==> src/design/csvs_pkg.sv <==
// Types and constants of the CSV column splitter.
// Used by every module of the block but csvs_fifo; depends on nothing.
`timescale 1ns / 1ps

package csvs_pkg;

   // Input transaction
   typedef struct packed {
      logic [7:0] data_byte;
      logic       end_of_stream;
   } req_type;

   // Result transaction
   typedef struct packed {
      logic [1:0]  kind;
      logic [7:0]  content_byte;
      logic [6:0]  column_index;
      logic [15:0] column_length;
      logic [1:0]  status;
   } rsp_type;

   // Classified byte handed from the front end to the parse engine
   typedef struct packed {
      logic [7:0] data_byte;
      logic       eos;
      logic       is_nul;
      logic       is_eol;
      logic       is_delim;
      logic       is_quote;
      logic       is_bs;
      logic       is_blank;
   } cls_type;

   // Result kinds
   localparam logic [1:0] KIND_CONTENT = 2'd0;
   localparam logic [1:0] KIND_COLUMN  = 2'd1;
   localparam logic [1:0] KIND_RECORD  = 2'd2;
   localparam logic [1:0] KIND_STREAM  = 2'd3;

   // Status codes
   localparam logic [1:0] STATUS_OK       = 2'd0;
   localparam logic [1:0] STATUS_MISMATCH = 2'd1;
   localparam logic [1:0] STATUS_MIDREC   = 2'd2;

   // Register indexes
   localparam logic CSR_DELIMITER = 1'b0;
   localparam logic CSR_EXPECTED  = 1'b1;

   // Register reset values
   localparam logic [7:0] DELIMITER_RESET = 8'h2C;
   localparam logic [6:0] EXPECTED_RESET  = 7'd1;

   // Special bytes
   localparam logic [7:0] CHAR_NUL   = 8'h00;
   localparam logic [7:0] CHAR_TAB   = 8'h09;
   localparam logic [7:0] CHAR_LF    = 8'h0A;
   localparam logic [7:0] CHAR_CR    = 8'h0D;
   localparam logic [7:0] CHAR_SPACE = 8'h20;
   localparam logic [7:0] CHAR_QUOTE = 8'h22;
   localparam logic [7:0] CHAR_BS    = 8'h5C;

   // Queue depths
   localparam int REQ_FIFO_DEPTH = 4;
   localparam int RSP_FIFO_DEPTH = 2;

   localparam logic [15:0] LENGTH_MAX = 16'hFFFF;

endpackage

==> src/design/csv_column_splitter_core.sv <==
// CSV column splitter: one raw byte or end-of-stream mark per transaction.
// A byte's result reaches the result ports through the front queue and then the result queue.
// Throughput: one byte per cycle while the result queue has room; the parse engine is combinational.
// Reset (synchronous, active high): queues empty, parser at record start,
// delimiter ',' and expected columns 1; no clearing pass.
`timescale 1ns / 1ps

module csv_column_splitter_core import csvs_pkg::*; #(
   parameter int MAX_COLUMNS = 64
) (
   input  logic       clock,
   input  logic       reset,
   input  logic       req_push,
   input  req_type    req_data,
   output logic       req_full,
   output logic       rsp_empty,
   input  logic       rsp_pop,
   output rsp_type    rsp_data,
   input  logic       csr_wen,
   input  logic       csr_index,
   input  logic [7:0] csr_wdata
);

   logic [7:0] delimiter_ff;
   logic [6:0] expected_ff;
   cls_type    item;
   logic       item_valid;
   logic       item_pop;
   logic       out_full;
   logic       out_push;
   rsp_type    out_data;

   // Hold configuration registers
   always_ff @(posedge clock) begin
      if (reset) begin
         delimiter_ff <= DELIMITER_RESET;
         expected_ff  <= EXPECTED_RESET;
      end else if (csr_wen) begin
         case (csr_index)
            CSR_DELIMITER: delimiter_ff <= csr_wdata;
            CSR_EXPECTED:  expected_ff  <= csr_wdata[6:0];
            default:       delimiter_ff <= delimiter_ff;
         endcase
      end
   end

   csvs_front u_front (
      .clock      (clock),
      .reset      (reset),
      .req_push   (req_push),
      .req_data   (req_data),
      .req_full   (req_full),
      .delimiter  (delimiter_ff),
      .item       (item),
      .item_valid (item_valid),
      .item_pop   (item_pop)
   );

   csvs_back #(
      .MAX_COLUMNS (MAX_COLUMNS)
   ) u_back (
      .clock            (clock),
      .reset            (reset),
      .item             (item),
      .item_valid       (item_valid),
      .item_pop         (item_pop),
      .expected_columns (expected_ff),
      .out_full         (out_full),
      .rsp_push         (out_push),
      .rsp_data         (out_data)
   );

   csvs_fifo #(
      .WIDTH ($bits(rsp_type)),
      .DEPTH (RSP_FIFO_DEPTH)
   ) u_rsp_fifo (
      .clock (clock),
      .reset (reset),
      .push  (out_push),
      .wdata (out_data),
      .full  (out_full),
      .pop   (rsp_pop),
      .rdata (rsp_data),
      .empty (rsp_empty)
   );

endmodule

==> src/design/csvs_fifo.sv <==
// Small synchronous FIFO in flip-flops, first-word fall-through.
// Generic; depends on nothing.
`timescale 1ns / 1ps

module csvs_fifo #(
   parameter int WIDTH = 8,
   parameter int DEPTH = 4
) (
   input  logic             clock,
   input  logic             reset,
   input  logic             push,
   input  logic [WIDTH-1:0] wdata,
   output logic             full,
   input  logic             pop,
   output logic [WIDTH-1:0] rdata,
   output logic             empty
);

   localparam int PW = (DEPTH > 1) ? $clog2(DEPTH) : 1;
   localparam int CW = $clog2(DEPTH + 1);

   logic [WIDTH-1:0] mem_ff [DEPTH];
   logic [PW-1:0]    wr_ptr_ff, wr_ptr_in;
   logic [PW-1:0]    rd_ptr_ff, rd_ptr_in;
   logic [CW-1:0]    count_ff, count_in;
   logic             do_push, do_pop;

   assign full    = (count_ff == CW'(DEPTH));
   assign empty   = (count_ff == '0);
   assign do_push = push && !full;
   assign do_pop  = pop && !empty;
   assign rdata   = mem_ff[rd_ptr_ff];

   // Advance pointers and occupancy
   always_comb begin
      wr_ptr_in = wr_ptr_ff;
      rd_ptr_in = rd_ptr_ff;
      if (do_push) begin
         wr_ptr_in = (wr_ptr_ff == PW'(DEPTH - 1)) ? '0 : wr_ptr_ff + 1'b1;
      end
      if (do_pop) begin
         rd_ptr_in = (rd_ptr_ff == PW'(DEPTH - 1)) ? '0 : rd_ptr_ff + 1'b1;
      end
      case ({do_push, do_pop})
         2'b10:   count_in = count_ff + 1'b1;
         2'b01:   count_in = count_ff - 1'b1;
         default: count_in = count_ff;
      endcase
   end

   always_ff @(posedge clock) begin
      if (reset) begin
         wr_ptr_ff <= '0;
         rd_ptr_ff <= '0;
         count_ff  <= '0;
      end else begin
         wr_ptr_ff <= wr_ptr_in;
         rd_ptr_ff <= rd_ptr_in;
         count_ff  <= count_in;
      end
   end

   // Store payload
   always_ff @(posedge clock) begin
      if (do_push) begin
         mem_ff[wr_ptr_ff] <= wdata;
      end
   end

endmodule

==> src/design/csvs_front.sv <==
// Front end: accepts input transactions, classifies each byte, and queues it.
// Depends on csvs_pkg and csvs_fifo.
`timescale 1ns / 1ps

module csvs_front import csvs_pkg::*; (
   input  logic       clock,
   input  logic       reset,
   input  logic       req_push,
   input  req_type    req_data,
   output logic       req_full,
   input  logic [7:0] delimiter,
   output cls_type    item,
   output logic       item_valid,
   input  logic       item_pop
);

   cls_type cls;
   logic    q_empty;

   // Classify the incoming byte
   always_comb begin
      cls.data_byte = req_data.data_byte;
      cls.eos       = req_data.end_of_stream;
      cls.is_nul    = (req_data.data_byte == CHAR_NUL);
      cls.is_eol    = (req_data.data_byte == CHAR_CR) || (req_data.data_byte == CHAR_LF);
      cls.is_delim  = (req_data.data_byte == delimiter);
      cls.is_quote  = (req_data.data_byte == CHAR_QUOTE);
      cls.is_bs     = (req_data.data_byte == CHAR_BS);
      cls.is_blank  = (req_data.data_byte == CHAR_SPACE) || (req_data.data_byte == CHAR_TAB);
   end

   csvs_fifo #(
      .WIDTH ($bits(cls_type)),
      .DEPTH (REQ_FIFO_DEPTH)
   ) u_cls_fifo (
      .clock (clock),
      .reset (reset),
      .push  (req_push),
      .wdata (cls),
      .full  (req_full),
      .pop   (item_pop),
      .rdata (item),
      .empty (q_empty)
   );

   assign item_valid = !q_empty;

endmodule

==> src/design/csvs_back.sv <==
// Parse engine: applies quote, escape and record rules to each classified byte.
// Depends on csvs_pkg.
`timescale 1ns / 1ps

module csvs_back import csvs_pkg::*; #(
   parameter int MAX_COLUMNS = 64
) (
   input  logic       clock,
   input  logic       reset,
   input  cls_type    item,
   input  logic       item_valid,
   output logic       item_pop,
   input  logic [6:0] expected_columns,
   input  logic       out_full,
   output logic       rsp_push,
   output rsp_type    rsp_data
);

   localparam logic [6:0] COL_CAP = 7'((MAX_COLUMNS > 127) ? 127 : MAX_COLUMNS);

   logic        in_quotes_ff, in_quotes_in;
   logic        opened_quote_ff, opened_quote_in;
   logic        any_quote_ff, any_quote_in;
   logic        prev_quote_ff, prev_quote_in;
   logic        escape_ff, escape_in;
   logic        only_spaces_ff, only_spaces_in;
   logic        record_start_ff, record_start_in;
   logic [6:0]  columns_ff, columns_in;
   logic [15:0] length_ff, length_in;

   logic        fire;
   logic        produce;
   logic        plain;
   logic        emit_content;
   logic [7:0]  content_val;
   logic [7:0]  total;
   logic        count_ok;
   logic [15:0] length_inc;

   assign fire       = item_valid && !out_full;
   assign item_pop   = fire;
   assign rsp_push   = fire && produce;
   assign plain      = !(item.is_nul || item.is_eol || item.is_delim || item.is_quote
                         || item.is_bs);
   assign total      = {1'b0, columns_ff} + 8'd1;
   assign count_ok   = (total == {1'b0, expected_columns}) && (expected_columns <= COL_CAP);
   assign length_inc = (length_ff < LENGTH_MAX) ? length_ff + 16'd1 : length_ff;

   // Decide next parser state and the result for the head byte
   always_comb begin
      in_quotes_in    = in_quotes_ff;
      opened_quote_in = opened_quote_ff;
      any_quote_in    = any_quote_ff;
      prev_quote_in   = prev_quote_ff;
      escape_in       = escape_ff;
      only_spaces_in  = only_spaces_ff;
      record_start_in = record_start_ff;
      columns_in      = columns_ff;
      length_in       = length_ff;
      produce         = 1'b0;
      emit_content    = 1'b0;
      content_val     = item.data_byte;
      rsp_data        = '0;

      if (item.eos) begin
         // Report stream end, return to reset state
         produce              = 1'b1;
         rsp_data.kind        = KIND_STREAM;
         rsp_data.status      = record_start_ff ? STATUS_OK : STATUS_MIDREC;
         in_quotes_in         = 1'b0;
         opened_quote_in      = 1'b0;
         any_quote_in         = 1'b0;
         prev_quote_in        = 1'b0;
         escape_in            = 1'b0;
         only_spaces_in       = 1'b1;
         length_in            = '0;
         record_start_in      = 1'b1;
         columns_in           = '0;
      end else if (record_start_ff && item.is_eol) begin
         // Drop line breaks at record start
         produce = 1'b0;
      end else begin
         record_start_in = 1'b0;
         escape_in       = 1'b0;
         prev_quote_in   = 1'b0;
         if (plain) begin
            only_spaces_in = only_spaces_ff && item.is_blank;
            emit_content   = 1'b1;
         end else if (!in_quotes_ff && !item.is_delim && (item.is_bs || escape_ff)) begin
            if (escape_ff) begin
               emit_content = 1'b1;
            end else begin
               escape_in = 1'b1;
            end
         end else if (item.is_quote) begin
            if (only_spaces_ff && !any_quote_ff) begin
               in_quotes_in    = 1'b1;
               opened_quote_in = 1'b1;
            end else if (in_quotes_ff) begin
               in_quotes_in = 1'b0;
            end else if (opened_quote_ff && any_quote_ff && prev_quote_ff) begin
               in_quotes_in = 1'b1;
               emit_content = 1'b1;
               content_val  = CHAR_QUOTE;
            end else begin
               emit_content = 1'b1;
               content_val  = CHAR_QUOTE;
            end
            any_quote_in  = 1'b1;
            prev_quote_in = 1'b1;
         end else if (in_quotes_ff) begin
            emit_content = 1'b1;
         end else if (item.is_nul || item.is_eol) begin
            // Close last column and the record
            produce                = 1'b1;
            rsp_data.kind          = KIND_RECORD;
            rsp_data.column_index  = columns_ff;
            rsp_data.column_length = length_ff;
            rsp_data.status        = count_ok ? STATUS_OK : STATUS_MISMATCH;
            in_quotes_in           = 1'b0;
            opened_quote_in        = 1'b0;
            any_quote_in           = 1'b0;
            only_spaces_in         = 1'b1;
            length_in              = '0;
            record_start_in        = 1'b1;
            columns_in             = '0;
         end else begin
            // Close column on delimiter
            produce                = 1'b1;
            rsp_data.kind          = KIND_COLUMN;
            rsp_data.column_index  = columns_ff;
            rsp_data.column_length = length_ff;
            rsp_data.status        = STATUS_OK;
            if (columns_ff < COL_CAP) begin
               columns_in = columns_ff + 7'd1;
            end
            in_quotes_in    = 1'b0;
            opened_quote_in = 1'b0;
            any_quote_in    = 1'b0;
            only_spaces_in  = 1'b1;
            length_in       = '0;
         end

         if (emit_content) begin
            produce               = 1'b1;
            length_in             = length_inc;
            rsp_data.kind         = KIND_CONTENT;
            rsp_data.content_byte = content_val;
            rsp_data.column_index = columns_ff;
         end
      end
   end

   always_ff @(posedge clock) begin
      if (reset) begin
         in_quotes_ff    <= 1'b0;
         opened_quote_ff <= 1'b0;
         any_quote_ff    <= 1'b0;
         prev_quote_ff   <= 1'b0;
         escape_ff       <= 1'b0;
         only_spaces_ff  <= 1'b1;
         record_start_ff <= 1'b1;
         columns_ff      <= '0;
         length_ff       <= '0;
      end else if (fire) begin
         in_quotes_ff    <= in_quotes_in;
         opened_quote_ff <= opened_quote_in;
         any_quote_ff    <= any_quote_in;
         prev_quote_ff   <= prev_quote_in;
         escape_ff       <= escape_in;
         only_spaces_ff  <= only_spaces_in;
         record_start_ff <= record_start_in;
         columns_ff      <= columns_in;
         length_ff       <= length_in;
      end
   end

endmodule

==> config.mk <==
export PLATFORM = sky130hd
export DESIGN_NAME = csv_column_splitter_core
export DESIGN_NICKNAME = d
export VERILOG_FILES = /design/src/design/csvs_pkg.sv /design/src/design/csv_column_splitter_core.sv /design/src/design/csvs_fifo.sv /design/src/design/csvs_front.sv /design/src/design/csvs_back.sv
export SDC_FILE = /design/constraint.sdc
export NUM_CORES = 1
export LEC_CHECK = 0
export BUFFER_PORTS_ARGS = -buffer_cell sky130_fd_sc_hd__buf_2
export CORE_ASPECT_RATIO = 0.5
export CORE_UTILIZATION = 35
export DETAILED_ROUTE_END_ITERATION = 8
export PLACE_DENSITY = 0.57
export REMOVE_ABC_BUFFERS = 1
export SLEW_MARGIN = 40
export SYNTH_ARGS = -nofsm -noshare
export SYNTH_HDL_FRONTEND = slang
export SYNTH_SLANG_ARGS = --single-unit
==> constraint.sdc <==
create_clock -name clock -period 4.8 [get_ports clock]
set_clock_uncertainty 0.15 [all_clocks]
set_input_delay 0.24 -clock clock [delete_from_list [all_inputs] [get_ports clock]]
set_output_delay 0.24 -clock clock [all_outputs]
set_load 0.05 [all_outputs]
Word-level counts from Yosys, hierarchy flattened
Memory sizes are Yosys's and may differ from the RTL's. A register that Yosys moved wholly into a read port is not among the register bits.
Index checks and enable logic that the tools add are counted.
{"block": "word_totals", "mem_bits_rw": 130, "out_inout_bits": 37, "register_bits": 56, "mem_count": 2}
{"block": "classes", "n_bitwise": 1, "n_lt_le_gt_ge": 3, "n_addsub": 11, "n_mux": 110, "n_eq_ne": 29, "reduce_logical": 45}
{"name": "u_rsp_fifo.mem_ff", "depth": 2, "word_bits": 35, "rd": 1, "rd_ports_with_merged_regs": 1, "wr": 1, "line": "csvs_fifo.sv:22", "text": "logic [WIDTH-1:0] mem_ff [DEPTH];"}
{"name": "u_front.u_cls_fifo.mem_ff", "depth": 4, "word_bits": 15, "rd": 1, "rd_ports_with_merged_regs": 1, "wr": 1, "line": "csvs_fifo.sv:22"}
{"op": "two-way mux 16 bit", "count": 8}
{"op": "two-way mux 25 bit", "count": 4}
{"op": "two-way mux 1 bit", "count": 67}
{"op": "two-way mux 7 bit", "count": 8}
{"op": "two-way mux 8 bit", "count": 5}
{"op": "two-way mux 35 bit", "count": 1}
{"op": "two-way mux 31 bit", "count": 1}
{"op": "two-way mux 2 bit", "count": 13}
{"op": "equality test 8 x 4 -> 1 bit (second input constant)", "count": 3}
{"op": "!= test 3 bit (second input constant)", "count": 7}
{"op": "two-way mux 17 bit", "count": 1}
{"op": "adder 16 x 1 -> 16 bit (second input constant)", "count": 1}
{"op": "equality test 8 x 6 -> 1 bit (second input constant)", "count": 2}
{"op": "less-than comparator 16 bit (second input constant)", "count": 1}
{"op": "logical AND 1 bit", "count": 14}
{"op": "AND reduction 7 bit", "count": 2}
{"op": "equality test 2 bit (second input constant)", "count": 5}
{"op": "AND reduction 5 bit", "count": 2}
{"op": "adder 7 x 1 -> 8 bit (second input constant)", "count": 1}
{"op": "equality test 8 x 7 -> 1 bit", "count": 1}
{"op": "equality test 8 x 7 -> 1 bit (second input constant)", "count": 1}
{"op": "equality test 8 bit", "count": 1}
{"op": "zero test 8 bit", "count": 1}
{"op": "!= test 2 bit (second input constant)", "count": 4}
{"op": "23 further kinds", "count": 45}

Logic depth before layout (Yosys ltp)
Gate-level depths: netlist of run 1.
{"block": "logic_depth", "word_depth": 15, "ltp_mapped": 13, "ltp_nobuf": 10}

Modules after synthesis
From an unflattened synthesis of run 1, not the netlist that was laid out.
{"block": "unflattened", "cells_unflattened": 654, "area_unflattened_um2": 8440.6}
{"module": "csvs_fifo at u_rsp_fifo", "seq_area_each_um2": 2202.1, "n_inst": 1, "cells_per_inst": 135, "area_each_um2": 2740.1}
{"module": "csvs_fifo at u_front.u_cls_fifo", "seq_area_each_um2": 1981.9, "n_inst": 1, "cells_per_inst": 132, "area_each_um2": 2655.0}
{"module": "csvs_back", "seq_area_each_um2": 600.6, "n_inst": 1, "cells_per_inst": 295, "area_each_um2": 2179.6}
{"module": "csv_column_splitter_core", "seq_area_each_um2": 300.3, "n_inst": 1, "cells_per_inst": 65, "area_each_um2": 644.4}
{"module": "csvs_front", "seq_area_each_um2": 0.0, "n_inst": 1, "cells_per_inst": 27, "area_each_um2": 221.5}

Worst setup path before layout of run 1
OpenSTA, ideal clock, no wires.
{"block": "synth_timing", "path_kind": "flip-flop to flip-flop", "start": "register with a tool-made name", "end": "memory u_rsp_fifo.mem_ff[0][0] (netlist name), enable pin", "path_slack_ns": 0.723, "setup_ns": 0.427, "path_buffers": 3, "arrival_time_ns": 3.500, "stages_incl_launch_ff": 9, "required_time_ns": 4.223, "cell_sequence": "dfxtp_1 -> clkbuf_1 -> buf_1 -> mux2_2 -> a21oi_2 -> and2_1 -> clkbuf_1 -> inv_1 -> nor2_1"}
{"element": "end: declaration", "line": "csvs_fifo.sv:22"}

==> flow_results.org, run 1 <==
** Detailed routing
- Count of TritonRoute iterations in the first routing pass :: 5
- In the final routed layout, each cell accounts on average for ~16 um.
- Antenna-violating nets left :: 0
- DR vias/cell :: 4.94
- In the routed design, unresolved DRC markers number 0.
- The final layout contains routed wiring with a total length of 16300 um.
- Overall via count from detail_route :: 5167
- Number of DRC markers after the initial detailed-route iteration :: 354

** Final layout
- The multi-input combinational cells in the finished layout cover a total of 0.00296 sq mm.
- Leaving out fill and tap cells, the most frequent cell in the layout is sky130_fd_sc_hd__edfxtp_1.
- Proportion of layout cells with a drive suffix above 1 :: a little over a fifth
- Leading cell types in the layout, fill and taps excluded :: 130 x sky130_fd_sc_hd__edfxtp_1, 59 x sky130_fd_sc_hd__buf_2, 58 x sky130_fd_sc_hd__dfxtp_1, 56 x sky130_fd_sc_hd__nand2_1, 45 x sky130_fd_sc_hd__nor2_1
- Layout overhead on the synthesized area :: 17.1%
- Nets :: 760
- Count of inserted antenna diode cells :: 0
- The filler cells instantiated in the layout total between 2000 and 2500.
- Registers take 0.00509 sq mm.

** Timing
- For the pin with the worst max-slew slack, the measured transition is a little over 0.8 ns.
- Setup TNS :: 0 ns
- Crit path time final :: 3.47 ns
- Count of final max-slew check failures :: 0
- Setup violations remaining at the end of the flow were counted as 0.
- Post-route fraction of the period consumed by the critical path :: 72.2%
- Derived from the worst setup path, the maximum achievable clock frequency is 288 MHz.
- Hold Slack :: 0.0153 ns
- In this run the tightest slew margin relative to its limit is 45.5%.
- Min setup slack post-route :: 1.33 ns
- The number of hold violations in the final report was 0.
- Setup repair after global routing left no endpoint under its margin.

** Worst setup path
- Critical Path, Cell by Cell :: mux4_2 -> and2_1 -> a21oi_2 -> and2_1 -> inv_1 -> nor2_4 -> buf_4
- Kind of cell adding the most delay to the critical path :: simple AND/OR/NAND/NOR gates
- The worst setup path is captured at a flip-flop.
- The critical path is of the flip-flop to flip-flop type.
- In this design, the stage delay of the slowest critical-path cell is roughly 0.61 ns.
- The cell that appears most often on the critical path is sky130_fd_sc_hd__and2_1.
- Data arrival time of the critical path :: 3.40 ns
- The critical path contains buffers and inverters numbering 2 combined.
- Among all stages on the critical path, the largest delay is contributed by sky130_fd_sc_hd__dfxtp_1.
- Maximum fanout along the worst path :: 27
- STA classifies the critical path startpoint as a flip-flop.
- Required time of the worst setup path :: approximately 4.7 ns

** Synthesis
- Counting flops and latches in the post-synthesis netlist gives between 150 and 200.
- The average instance in the mapped netlist occupies 12.5 sq um.
- Synthesis handed over a netlist of ~660 instances.
- After Yosys synthesis, XOR and XNOR cells account for 2.46% of the synthesized area.
- The synthesized netlist devotes 1.62% of its cell area to adder and majority cells.
- During synthesis, Yosys emitted a total of 0 warnings.
- Synthesis instantiated 59 different standard cells from the library.
- Of the post-synthesis cell area, the dominant cell type holds 47.6%.
- After synthesis, the cell types taking the most area are sky130_fd_sc_hd__edfxtp_1 48%, sky130_fd_sc_hd__dfxtp_1 14%, sky130_fd_sc_hd__mux2_2 5.1%, sky130_fd_sc_hd__mux4_2 3.8%, sky130_fd_sc_hd__nand2_1 2.6%.
- Area fraction in compound gates after synthesis :: 7.81%
- Sequential share of the synthesized area :: 62.0%
- Area fraction in and, or, nand and nor cells after synthesis :: between 10% and 20%
- The portion of synthesized area spent on multiplexers is a little under a tenth.
- In this run, synthesis inferred 130 flip-flops with an integrated enable.
- Post-synthesis instance area :: 0.00820 sq mm
- Largest family of logic cells by synthesized area :: simple AND/OR/NAND/NOR gates
- Prevailing post-synth register cell :: sky130_fd_sc_hd__edfxtp_1
- After synthesis, the share of flip-flops with an asynchronous set or reset is 0%.
- Most area-hungry cell type in the Yosys netlist :: sky130_fd_sc_hd__edfxtp_1

** Global route
- After global routing, the most crowded layer is met2.
- In the global route stage, met3 resource usage came out at 2.83%.
- GR Util met2 :: approximately 22%
- Number of global-route vias before repair :: between 4000 and 5000
- First-pass GRT wire length :: about 26000 um
- Global routing used 14.1% of the available tracks across all layers.
- Antenna violations before repair :: 0
- Overall overflow remaining after global route :: 0
- Entering global routing, the biggest net connects 49 pins.
- For met1 alone, demand over resource in global routing was between 15 and 20%.

** Power and ir drop
- IR analysis of the VDD net gives a maximum drop of 228 uV.
- Total design power :: approximately 6 mW
- The analysis attributes to cell leakage a power of 3.32 nW.
- Areal power density over the cells :: 639 mW/mm^2

** Clocking
- CTS built an H-tree with a depth of 4.
- Longest Clk Path Bufs :: 2
- Counting every sink on the clock net gives 189.
- Clock input transition at the sequential cells of the worst setup and hold paths :: 0.07 ns
- Clock tree from TritonCTS :: done
- Buffers added to address setup during post-CTS repair amount to 0.
- Buffer cell driving the clock tree root :: sky130_fd_sc_hd__clkbuf_16
- Worst skew pair latency :: 0.43 ns
- In this run, CTS created clock tree buffers numbering 17.

** Floorplanning
- Row count :: 39
- In this run the vertical extent of the chip is around 110 um.
- For this configuration, the core starts out at a cell density of 35.8%.
- Measured along the x axis, the die boundary spans 218 um.
- Pin placement for this block handled 60 I/O pins.
- The die covers 0.0241 sq mm.
- The core region is around 0.023 sq mm.

** Placement
- At the placement stage, the worst setup path has a slack of 1.13 ns.
- Weighted congestion at the end of routability-driven global placement :: 0.827
- HPWL reported at the end of detailed placement :: between 10000 and 15000 um
- Buffers on Ports :: 59

** Min path
- The worst hold path begins at req_data[6].
- The worst hold path belongs to the class input port to flip-flop.

** Job
- Max-cap violations in this run came to 0.

** Status
- The run finished with clean final reports.
-- state kept, by name (all words and copies together), names as in the netlist, 2 cells and up, named ones only --
register	cells
u_rsp_fifo.count_ff	2
u_front.u_cls_fifo.wr_ptr_ff	2
u_front.u_cls_fifo.rd_ptr_ff	2
delimiter_ff	8
u_back.columns_ff	7
expected_ff	7
u_rsp_fifo.mem_ff	70
u_front.u_cls_fifo.mem_ff	60
u_front.u_cls_fifo.count_ff	3
u_back.length_ff	16
-- final timing paths --
kind | endpoint | slack (ns) | depth (start not counted)
setup reg to reg | u_rsp_fifo.mem_ff[0][0] | 1.33 | 7
hold / removal | u_front.u_cls_fifo.mem_ff[3][12] | 0.02 | 1
hold reg to reg | expected_ff[2] | 0.32 | 2
setup / recovery | u_rsp_fifo.mem_ff[0][0] | 1.33 | 7
-- cell families after synthesis --
group / after synthesis
buffers and inverters: 43
AO/OA/AOI/OAI: 105
AND/OR/NAND/NOR: 233
adder cells (fa/ha/maj): 10
XOR/XNOR: 23
flip-flops: 189
multiplexers: 54
-- cells in the mapped netlist, types with 8 or more instances --
master,instances
sky130_fd_sc_hd__nand4_1,9
sky130_fd_sc_hd__o21ai_0,23
sky130_fd_sc_hd__inv_1,13
sky130_fd_sc_hd__xor2_1,8
sky130_fd_sc_hd__nand2b_1,10
sky130_fd_sc_hd__a21oi_1,41
sky130_fd_sc_hd__xnor2_1,15
sky130_fd_sc_hd__and2_1,32
sky130_fd_sc_hd__nor3_1,13
sky130_fd_sc_hd__and3_1,9
sky130_fd_sc_hd__mux4_2,14
sky130_fd_sc_hd__dfxtp_1,59
sky130_fd_sc_hd__edfxtp_1,130
sky130_fd_sc_hd__nand3_1,19
sky130_fd_sc_hd__nor2b_1,13
sky130_fd_sc_hd__ha_1,9
sky130_fd_sc_hd__clkbuf_1,20
sky130_fd_sc_hd__nand2_1,56
sky130_fd_sc_hd__mux2_2,37
sky130_fd_sc_hd__nor2_1,46
-- power breakdown --
group          total [mW]  switching, mW  internal (mW)
clock                1.49          0.578          0.915
combinational        2.38           1.65          0.736
sequential           2.27          0.150           2.12
-- timing repair --
| item | CTS | global route |
|---|---|---|
| endpoints found under the hold margin | 30 | 0 |
| resized for setup | 0 | 0 |
| hold buffers | 13 | 0 |
-- per-stage QoR --
step | cell area [sq um] | instances | util (%)
4_1_cts | 9580 | 1045 | 41.9
2_1_floorplan | 8070 | 627 | -
3_5_place_dp | 8820 | 1000 | 38.5
6_report | 9600 | 1047 | 42.0
5_1_grt | 9600 | 1047 | 42.0
3_3_place_gp | 8810 | 1000 | 38.5
-- layer usage --
| metal | wire length (um) | vias up |
|---|---|---|
| met4 | 213 | 0 |
| met2 | 7350 | 106 |
| li1 | - | 2567 |
| met3 | 655 | 18 |
| met5 | 0 | - |
| met1 | 8080 | 2476 |
-- layout make-up --
type / count / area share [%]
clock buffer: 22 / 4.94
clock inverter: 10 / 1.69
inverter: 13 / 0.508
multi-input combinational: 425 / 30.8
sequential: 189 / 53.0
tap: 307 / 4.00
timing repair buffer: 81 / 5.11
Power figures use the tool's default switching activity.
==> run 2, diff against run 1 <==
- ABC_AREA: not set -> 1
- clock period: 4.8 -> 3.2 ns (I/O delays scaled with it)
==> run 2 against run 1 <==
  * Via count up 20%
  * Core utilization up 0.75 points
  * Cell count rose by 20%
  * Non-clock buffer count rose by 16
  * Sequential cell count did not move
  * Hold slack gained 0.030 ns
  * Sequential power increased by 62%
  * Critical path depth grew 8
==> flow_results.org, run 2 <==
** Detailed routing
- Detailed-route DRC error count :: 0
- Count of TritonRoute iterations in the first routing pass :: 4
- The count of nets left with antenna violations once routing finished came out at 0.
- Summing over every cut layer, the via total after detailed routing is 6182.
- The detailed router finished its first iteration with between 400 and 500 violations.
- Routed Wire Length :: between 15000 and 20000 um
- Wire length per cell after detailed routing :: 15.0 um
- Dividing the detail-routed via count by the number of cells gives ~4.9.

** Global route
- Entering global routing, the biggest net connects 48 pins.
- The total overflow left after global routing is 0.
- First-pass GRT wire length :: 30500 um
- Antenna violations before repair :: 0
- Number of global-route vias before repair :: between 5000 and 6000
- Total global-route track usage :: between 15 and 20%

** Timing
- Post-route fraction of the period consumed by the critical path :: 86.9%
- Final hold violation count :: 0
- The final count of pins violating max slew was 0.
- Setup TNS :: 0 ns
- RSZ-0062 raised after global routing :: no
- Crit path time final :: 2.78 ns
- Fmax :: 360 MHz
- Min setup slack post-route :: 0.419 ns
- On the final layout, the worst hold slack is 0.0451 ns.
- # setup viols final :: 0
- Slew at the pin with the worst max-slew slack :: 0.645 ns
- Headroom to the max-slew limit came out at 56.9%.

** Synthesis
- After synthesis, the largest area contributor takes up 45.8% of total cell area.
- Leading cell types by count after synthesis :: 131 x sky130_fd_sc_hd__nand2_1, 130 x sky130_fd_sc_hd__edfxtp_1, 122 x sky130_fd_sc_hd__nor2_1
- Summing every instance area after synthesis gives 0.00853 sq mm.
- In the synthesized netlist, the number of instances is roughly 850.
- Count of different cell masters after synthesis :: between 40 and 50
- Prevailing post-synth register cell :: sky130_fd_sc_hd__edfxtp_1
- Sequential share of the synthesized area :: between 50 and 60%
- Each instance of the synthesized netlist takes up on average 10.1 sq um.
- Share of synthesized flip-flops with an asynchronous set or reset :: 0%
- Most repeated cell in the gate-level netlist after synthesis :: sky130_fd_sc_hd__nand2_1
- Yosys mapped a number of flops with a built-in enable equal to 130.
- Count of warnings emitted by yosys :: 0
- Most area-hungry cell type in the Yosys netlist :: sky130_fd_sc_hd__edfxtp_1
- Largest cells by area after synthesis :: sky130_fd_sc_hd__edfxtp_1 46%, sky130_fd_sc_hd__dfxtp_1 14%, sky130_fd_sc_hd__nand2_1 5.8%, sky130_fd_sc_hd__nor2_1 5.4%, sky130_fd_sc_hd__mux2_2 4.6%
- Counting flops and latches in the post-synthesis netlist gives approximately 190.

** Final layout
- Biggest register :: u_rsp_fifo.mem_ff
- Cells fill 42.7% of the core in the end.
- The largest registers in the layout are u_rsp_fifo.mem_ff x70, u_front.u_cls_fifo.mem_ff x60, u_back.length_ff x16.
- Number of flip-flops in the largest register :: 70
- Leading cell types in the layout, fill and taps excluded :: 131 x sky130_fd_sc_hd__nand2_1, 130 x sky130_fd_sc_hd__edfxtp_1, 120 x sky130_fd_sc_hd__nor2_1, 71 x sky130_fd_sc_hd__inv_1, 62 x sky130_fd_sc_hd__nand3_1
- Counting the fill cells in the layout gives 2182.
- Commonest non-fill, non-tap cell in the layout :: sky130_fd_sc_hd__nand2_1
- Leaving out filler cells and counting taps, the final layout contains 1253.
- Layout overhead on the synthesized area :: 17.0%
- In the final layout, the share of cells above drive strength 1 is 17.4%.
- Count of inserted antenna diode cells :: 0
- The net count of the finished layout is 966.

** Placement
- The congestion estimate from routability-driven global placement came to 0.913.
- Worst slack, placed :: 0.442 ns
- Summed over all nets, the half-perimeter wirelength after detailed placement is 12800 um.
- In this run the tool buffered the top-level ports with 59 buffer cells.
- Placed Cells :: 1199

** Status
- The flow ran to the end, and the final reports show no timing, DRC or antenna violations.

** Floorplanning
- Width of the chip :: 223 um
- 60 I/O pins were placed.
- Area of the die :: about 0.025 sq mm
- Row count :: 39
- The initial utilization of the core area, before any placement, comes to 36.5%.
- Vertical die dimension :: 112 um
- The region available for standard cell placement spans 0.0234 sq mm.

** Power and ir drop
- Summed over all cells, the static leakage comes to 3.82 nW.
- Internal power consumption :: 5.82 mW
- Power spread over the standard cell area amounts to 1050 mW/mm^2.
- Combinational Power Share :: 45.1%
- In this run switching power makes up 44.3% of total power.
- In this run the power spent charging and discharging nets is roughly 4.6 mW.
- The clock network burns 19.6% of the power.
- The share of total power dissipated in sequential elements is 35.2%.
- The worst-case IR drop observed on VDD is 457 uV.

** Worst setup path
- The critical path in this run is classified as flip-flop to flip-flop.
- Measured in cells, the most critical reg-to-reg path has a length of 15.
- The worst setup path is captured at a flip-flop.
- Reg-to-reg slack, setup :: approximately 0.42 ns
- Maximum fanout along the worst path :: 30
- For the worst setup path, the data arrival time is 2.94 ns.
- Sort of element at the start of the critical path :: flip-flop
- STA puts the critical path data required time at between 3 and 4 ns.
- End of the worst register-to-register path :: u_rsp_fifo.count_ff[1]

** Min path
- Hold Path Sink :: u_front.u_cls_fifo.wr_ptr_ff[1]
- The startpoint identified for the worst hold timing path is req_push.
- Hold/Removal Path Class :: input port to flip-flop
- The worst hold path was traced through 5 stages.

** Clocking
- Clock tree synthesis inserted a total of 17 buffers.
- Clock tree from TritonCTS :: done
- In this run the clock root is driven by a sky130_fd_sc_hd__clkbuf_16.
- Clock input transition at the sequential cells of the worst setup and hold paths :: roughly 0.07 ns
- Post-CTS repair changed the size of 0 cells.
- Worst skew pair latency :: approximately 0.44 ns
- CTS sink cnt :: 189
- Post-CTS timing repair inserted 0 buffers for setup.
- Longest Clk Path Bufs :: 2
- The H-tree was split into 4 levels.

** Job
- Across the run, the number of max-cap violations was 0.
-- run 2: layout make-up --
| type | count | area [sq um] | area share, % |
|---|---|---|---|
| tap | 307 | 384 | 3.85 |
| timing repair buffer | 97 | 636 | 6.37 |
| sequential | 189 | 5080 | 50.9 |
| clock buffer | 20 | 500 | 5.01 |
| inverter | 78 | 295 | 2.96 |
| multi-input combinational | 550 | 3010 | 30.1 |
| clock inverter | 12 | 78.8 | 0.789 |
-- run 2: how the worst max path moves through the flow --
stage | startpoint | endpoint | slack [ns]
finish | flip-flop | u_rsp_fifo.count_ff[1] | 0.42
global route | flip-flop | u_rsp_fifo.count_ff[1] | 0.16
CTS | flip-flop | u_rsp_fifo.count_ff[1] | 0.43
detailed placement | flip-flop | u_rsp_fifo.count_ff[1] | 0.44
global placement | flip-flop | u_rsp_fifo.count_ff[1] | 0.56
floorplan | flip-flop | u_rsp_fifo.mem_ff[1][0] | -1.42
-- run 2: worst max-delay path, stage by stage, from the launching register on --
cell and delay [ns]:
sky130_fd_sc_hd__dfxtp_1 0.32, sky130_fd_sc_hd__inv_2 0.36, sky130_fd_sc_hd__nand2_1 0.11, sky130_fd_sc_hd__nand2_1 0.08
sky130_fd_sc_hd__nand2_1 0.05, sky130_fd_sc_hd__nand2_1 0.17, sky130_fd_sc_hd__nor2_1 0.10, sky130_fd_sc_hd__nor2_2 0.19
sky130_fd_sc_hd__nand3_1 0.10, sky130_fd_sc_hd__nand2_1 0.10, sky130_fd_sc_hd__inv_1 0.11, sky130_fd_sc_hd__ha_1 0.35
sky130_fd_sc_hd__a21oi_1 0.12, sky130_fd_sc_hd__o21ai_0 0.12, sky130_fd_sc_hd__o21ai_0 0.16, sky130_fd_sc_hd__a21oi_1 0.05
-- run 2: power by group through the flow --
stage                     Clock, mW  Combinational [mW]  Sequential [mW]
after floorplan                   0                3.39             3.73
after global routing           2.18                5.22             3.74
after detailed placement          0                4.72             3.73
after global placement            0                4.67             3.70
final                          2.05                4.71             3.68
after CTS                      2.09                4.75             3.68
-- run 2: cells by family (layout without fill, tap and decap cells) --
group,after synthesis,in the layout,share of synthesized area [%]
compound gates,95,95,6.07
xor+xnor,28,28,2.87
fa+ha+maj,10,10,1.55
buf+inv,108,207,5.43
flops,189,189,59.6
mux,35,35,4.62
simple gates,382,382,19.9
-- run 2: per-stage QoR --
stage	power [mW]	instance area (sq um)
6_report	10.4	9980
3_3_place_gp	8.37	9180
3_5_place_dp	8.45	9180
4_1_cts	10.5	9980
5_1_grt	11.1	9980
2_1_floorplan	7.12	8360
-- run 2: repair_timing --
item,CTS,global route
setup endpoints to repair,0,0
hold buffers,22,0
hold endpoints to repair,60,0
-- run 2: metal layers --
layer | global-route usage (%) | part of all wire, % | wire, um | up-vias
met5 | 0 | 0 | 0 | -
met3 | 3.35 | 3.9 | 731 | 14
met1 | 20.7 | 47 | 8930 | 2972
li1 | - | - | - | 3066
met2 | 25.3 | 47 | 8930 | 130
met4 | 5.33 | 1.3 | 242 | 0
==> run 3, diff against run 2 <==
- REMOVE_ABC_BUFFERS: 1 -> not set
==> run 3 against run 2 <==
  * Fmax decreased by 1.1%
  * Hold slack worse by 0.0051 ns
  * First-iteration DRC count rose by 22%
  * Critical endpoint is now u_rsp_fifo.mem_ff[1][15]
  * Sequential share of layout area is 0.18 points lower
  * Via count down 2.0%
  * Core utilization is 0.15 points higher
  * Global-route usage is 0.081 points higher
  * Die area stayed put
  * Critical path depth shrank 6
  * Worst setup slack got worse by 0.031 ns
  * Largest cell class unchanged
  * Largest power group unchanged
==> flow_results.org, run 3 (synthesis gave the netlist of run 2 again) <==
** Global route
- First-pass GRT wire length :: 30700 um
- Global routing finished with a remaining overflow of 0.
- Number of global-route vias before repair :: 5984
- Global routing consumed, over all layers together, between 10% and 20% of the routing resources.
- Largest net degree at the start of global routing :: 33
- The initial antenna violation count is 0.

** Clocking
- CTS sink cnt :: 189
- Number of buffers created by CTS :: 17
- After clock tree synthesis, the clock-pin slew on the worst setup and hold paths is about 0.070 ns.
- Longest Clk Path Bufs :: 2
- The H-tree was split into 4 levels.
- For the worst-skew pair, the clock arrives at the later sink with an insertion delay of 0.44 ns.
- Clock tree from TritonCTS :: done
- Buffer cell driving the clock tree root :: sky130_fd_sc_hd__clkbuf_16
- Post-cts resize count :: 0

** Final layout
- Layout overhead on the synthesized area :: 17.4%
- Leading cell types in the layout, fill and taps excluded :: 131 x sky130_fd_sc_hd__nand2_1, 130 x sky130_fd_sc_hd__edfxtp_1, 120 x sky130_fd_sc_hd__nor2_1, 69 x sky130_fd_sc_hd__inv_1, 62 x sky130_fd_sc_hd__nand3_1
- Number of flip-flops in the largest register :: 70
- Commonest non-fill, non-tap cell in the layout :: sky130_fd_sc_hd__nand2_1
- Biggest register :: u_rsp_fifo.mem_ff
- Nets :: 964
- Count of inserted antenna diode cells :: 0
- The largest registers in the layout are u_rsp_fifo.mem_ff x70, u_front.u_cls_fifo.mem_ff x60, u_back.length_ff x16.
- Non-Filler Instances :: 1251
- Proportion of layout cells with a drive suffix above 1 :: ~17%

** Detailed routing
- After detailed routing, the total wire length is 18800 um.
- DR vias/cell :: 4.84
- In this run the remaining antenna-violating nets after routing total 0.
- After the first detailed-routing iteration, the DRC count stood at 513.
- After detailed routing, the average wire length per cell comes to 15.0 um.
- Across all layers, the routed design uses 6060 vias.
- After detailed routing, the number of remaining DRC violations is 0.
- The pre-antenna-repair detailed-routing pass consisted of 5 iterations.

** Worst setup path
- Required time of the worst setup path :: about 3.3 ns
- For the worst flop-to-flop path, the logic depth is 9.
- End of the worst register-to-register path :: u_rsp_fifo.mem_ff[1][15]
- The worst setup path is of the flip-flop to flip-flop kind.
- Maximum fanout along the worst path :: 27
- Across all register-to-register paths, the minimum setup slack is around 0.39 ns.
- Endpoint kind of the worst setup timing path :: flip-flop
- STA classifies the critical path startpoint as a flip-flop.
- Data arrival time of the critical path :: 2.87 ns

** Min path
- The worst hold path belongs to the class input port to flip-flop.
- Hold Path Sink :: delimiter_ff[0]
- Worst hold path cell count :: 4
- Worst Hold Launch :: csr_index

** Power and ir drop
- IR analysis of the VDD net gives a maximum drop of about 440 uV.
- In this run the power density over the cells is ~1000 mW/mm^2.
- Static Leakage :: 3.81 nW

** Synthesis
- Post-Synthesis Net Count :: 880

** Timing
- Headroom to the max-slew limit :: 52.4%
- Crit path time final :: 2.81 ns
- Derived from the worst setup path, the maximum achievable clock frequency is approximately 360 MHz.
- RSZ-0062 raised after global routing :: no
- For the pin with the worst max-slew slack, the measured transition is 0.712 ns.
- Setup violations remaining at the end of the flow were counted as 0.
- Of the available clock period, the critical path in the final layout requires between 80 and 90%.
- The final count of pins violating max slew was 0.
- The number of hold violations in the final report was 0.
- Hold Slack :: 0.0400 ns
- Setup TNS :: 0 ns

** Placement
- Routability-driven placement finished with a final weighted congestion of 0.870.
- HPWL reported at the end of detailed placement :: 13100 um
- Buffers on Ports :: 59
- Placed Cells :: 1197

** Floorplanning
- Core area :: between 0.02 and 0.025 sq mm
- Area of the die :: between 0.02 and 0.03 sq mm
- Once the floorplan was initialized, standard cells occupied 36.5% of the core.
- Row count :: 39
- The die is roughly 110 um tall.
- From left edge to right edge, the die measures 223 um.
- Top Ports :: 60

** Status
- The run finished with clean final reports.

** Job
- Max-cap violations :: 0
run 3: cell count changes in the layout (fill, tap and decap cells not counted), sizes merged:
cell      previous run  this run
clkbuf              20        17
inv                 83        86
buf                 75        73
clkinv               6         4
bufinv               0         1
clkinvlp             1         2
run 3: metrics by stage:
step                power, mW  area [sq um]  utilization [%]  worst slack, ns
global route             11.2         10000             42.9           0.0671
detailed placement       8.43          9200             39.4            0.378
floorplan                7.34          8540                -            0.232
finish                   10.5         10000             42.9            0.387
CTS                      10.6         10000             42.9            0.359
global placement         8.39          9200             39.4            0.449
run 3: worst max-delay path, stage by stage, from the launching register on:
cell	delay, ns
sky130_fd_sc_hd__dfxtp_1	0.49
sky130_fd_sc_hd__inv_1	0.21
sky130_fd_sc_hd__nand2_1	0.11
sky130_fd_sc_hd__nand2_1	0.12
sky130_fd_sc_hd__inv_2	0.10
sky130_fd_sc_hd__buf_4	0.31
sky130_fd_sc_hd__nand2_1	0.13
sky130_fd_sc_hd__inv_2	0.17
sky130_fd_sc_hd__nand2_1	0.39
sky130_fd_sc_hd__nor3_1	0.40
run 3: cell type report:
| class | count | area [sq um] |
|---|---|---|
| fillers | 2206 | 13400 |
| flip-flops and latches | 189 | 5080 |
| multi-input cells | 550 | 3000 |
| repair buffers | 95 | 658 |
| clock buffers | 17 | 425 |
| well taps | 307 | 384 |
| inverters | 78 | 295 |
| clock inverters | 15 | 173 |
run 3: worst max path at each step:
stage,start,slack (ns),cells past startpoint,end
2_1_floorplan,flip-flop,0.23,12,u_rsp_fifo.mem_ff[1][0]
3_3_place_gp,flip-flop,0.45,12,u_rsp_fifo.mem_ff[0][26]
3_5_place_dp,flip-flop,0.38,12,u_rsp_fifo.mem_ff[1][26]
4_1_cts,flip-flop,0.36,12,u_rsp_fifo.mem_ff[1][3]
5_1_grt,flip-flop,0.07,12,u_rsp_fifo.mem_ff[1][3]
6_report,flip-flop,0.39,9,u_rsp_fifo.mem_ff[1][15]
run 3: layer usage:
| metal | vias to the layer above | global-route usage (%) | part of all wire, % |
|---|---|---|---|
| met5 | - | 0 | 0 |
| met4 | 0 | 4.64 | 1.1 |
| met3 | 12 | 3.69 | 4.0 |
| met2 | 128 | 25.6 | 47 |
| met1 | 2854 | 20.7 | 48 |
| li1 | 3066 | - | - |
run 3: timing repair:
item                      in CTS  in global routing
hold buffers                  22                  0
hold endpoints to repair      60                  0
setup buffers                  0                  0
run 3: where the power goes:
group	internal (mW)	total, mW	switching, mW
sequential	3.39	3.69	0.303
combinational	1.32	4.69	3.37
clock	1.12	2.12	1.00
total	5.83	10.5	4.67
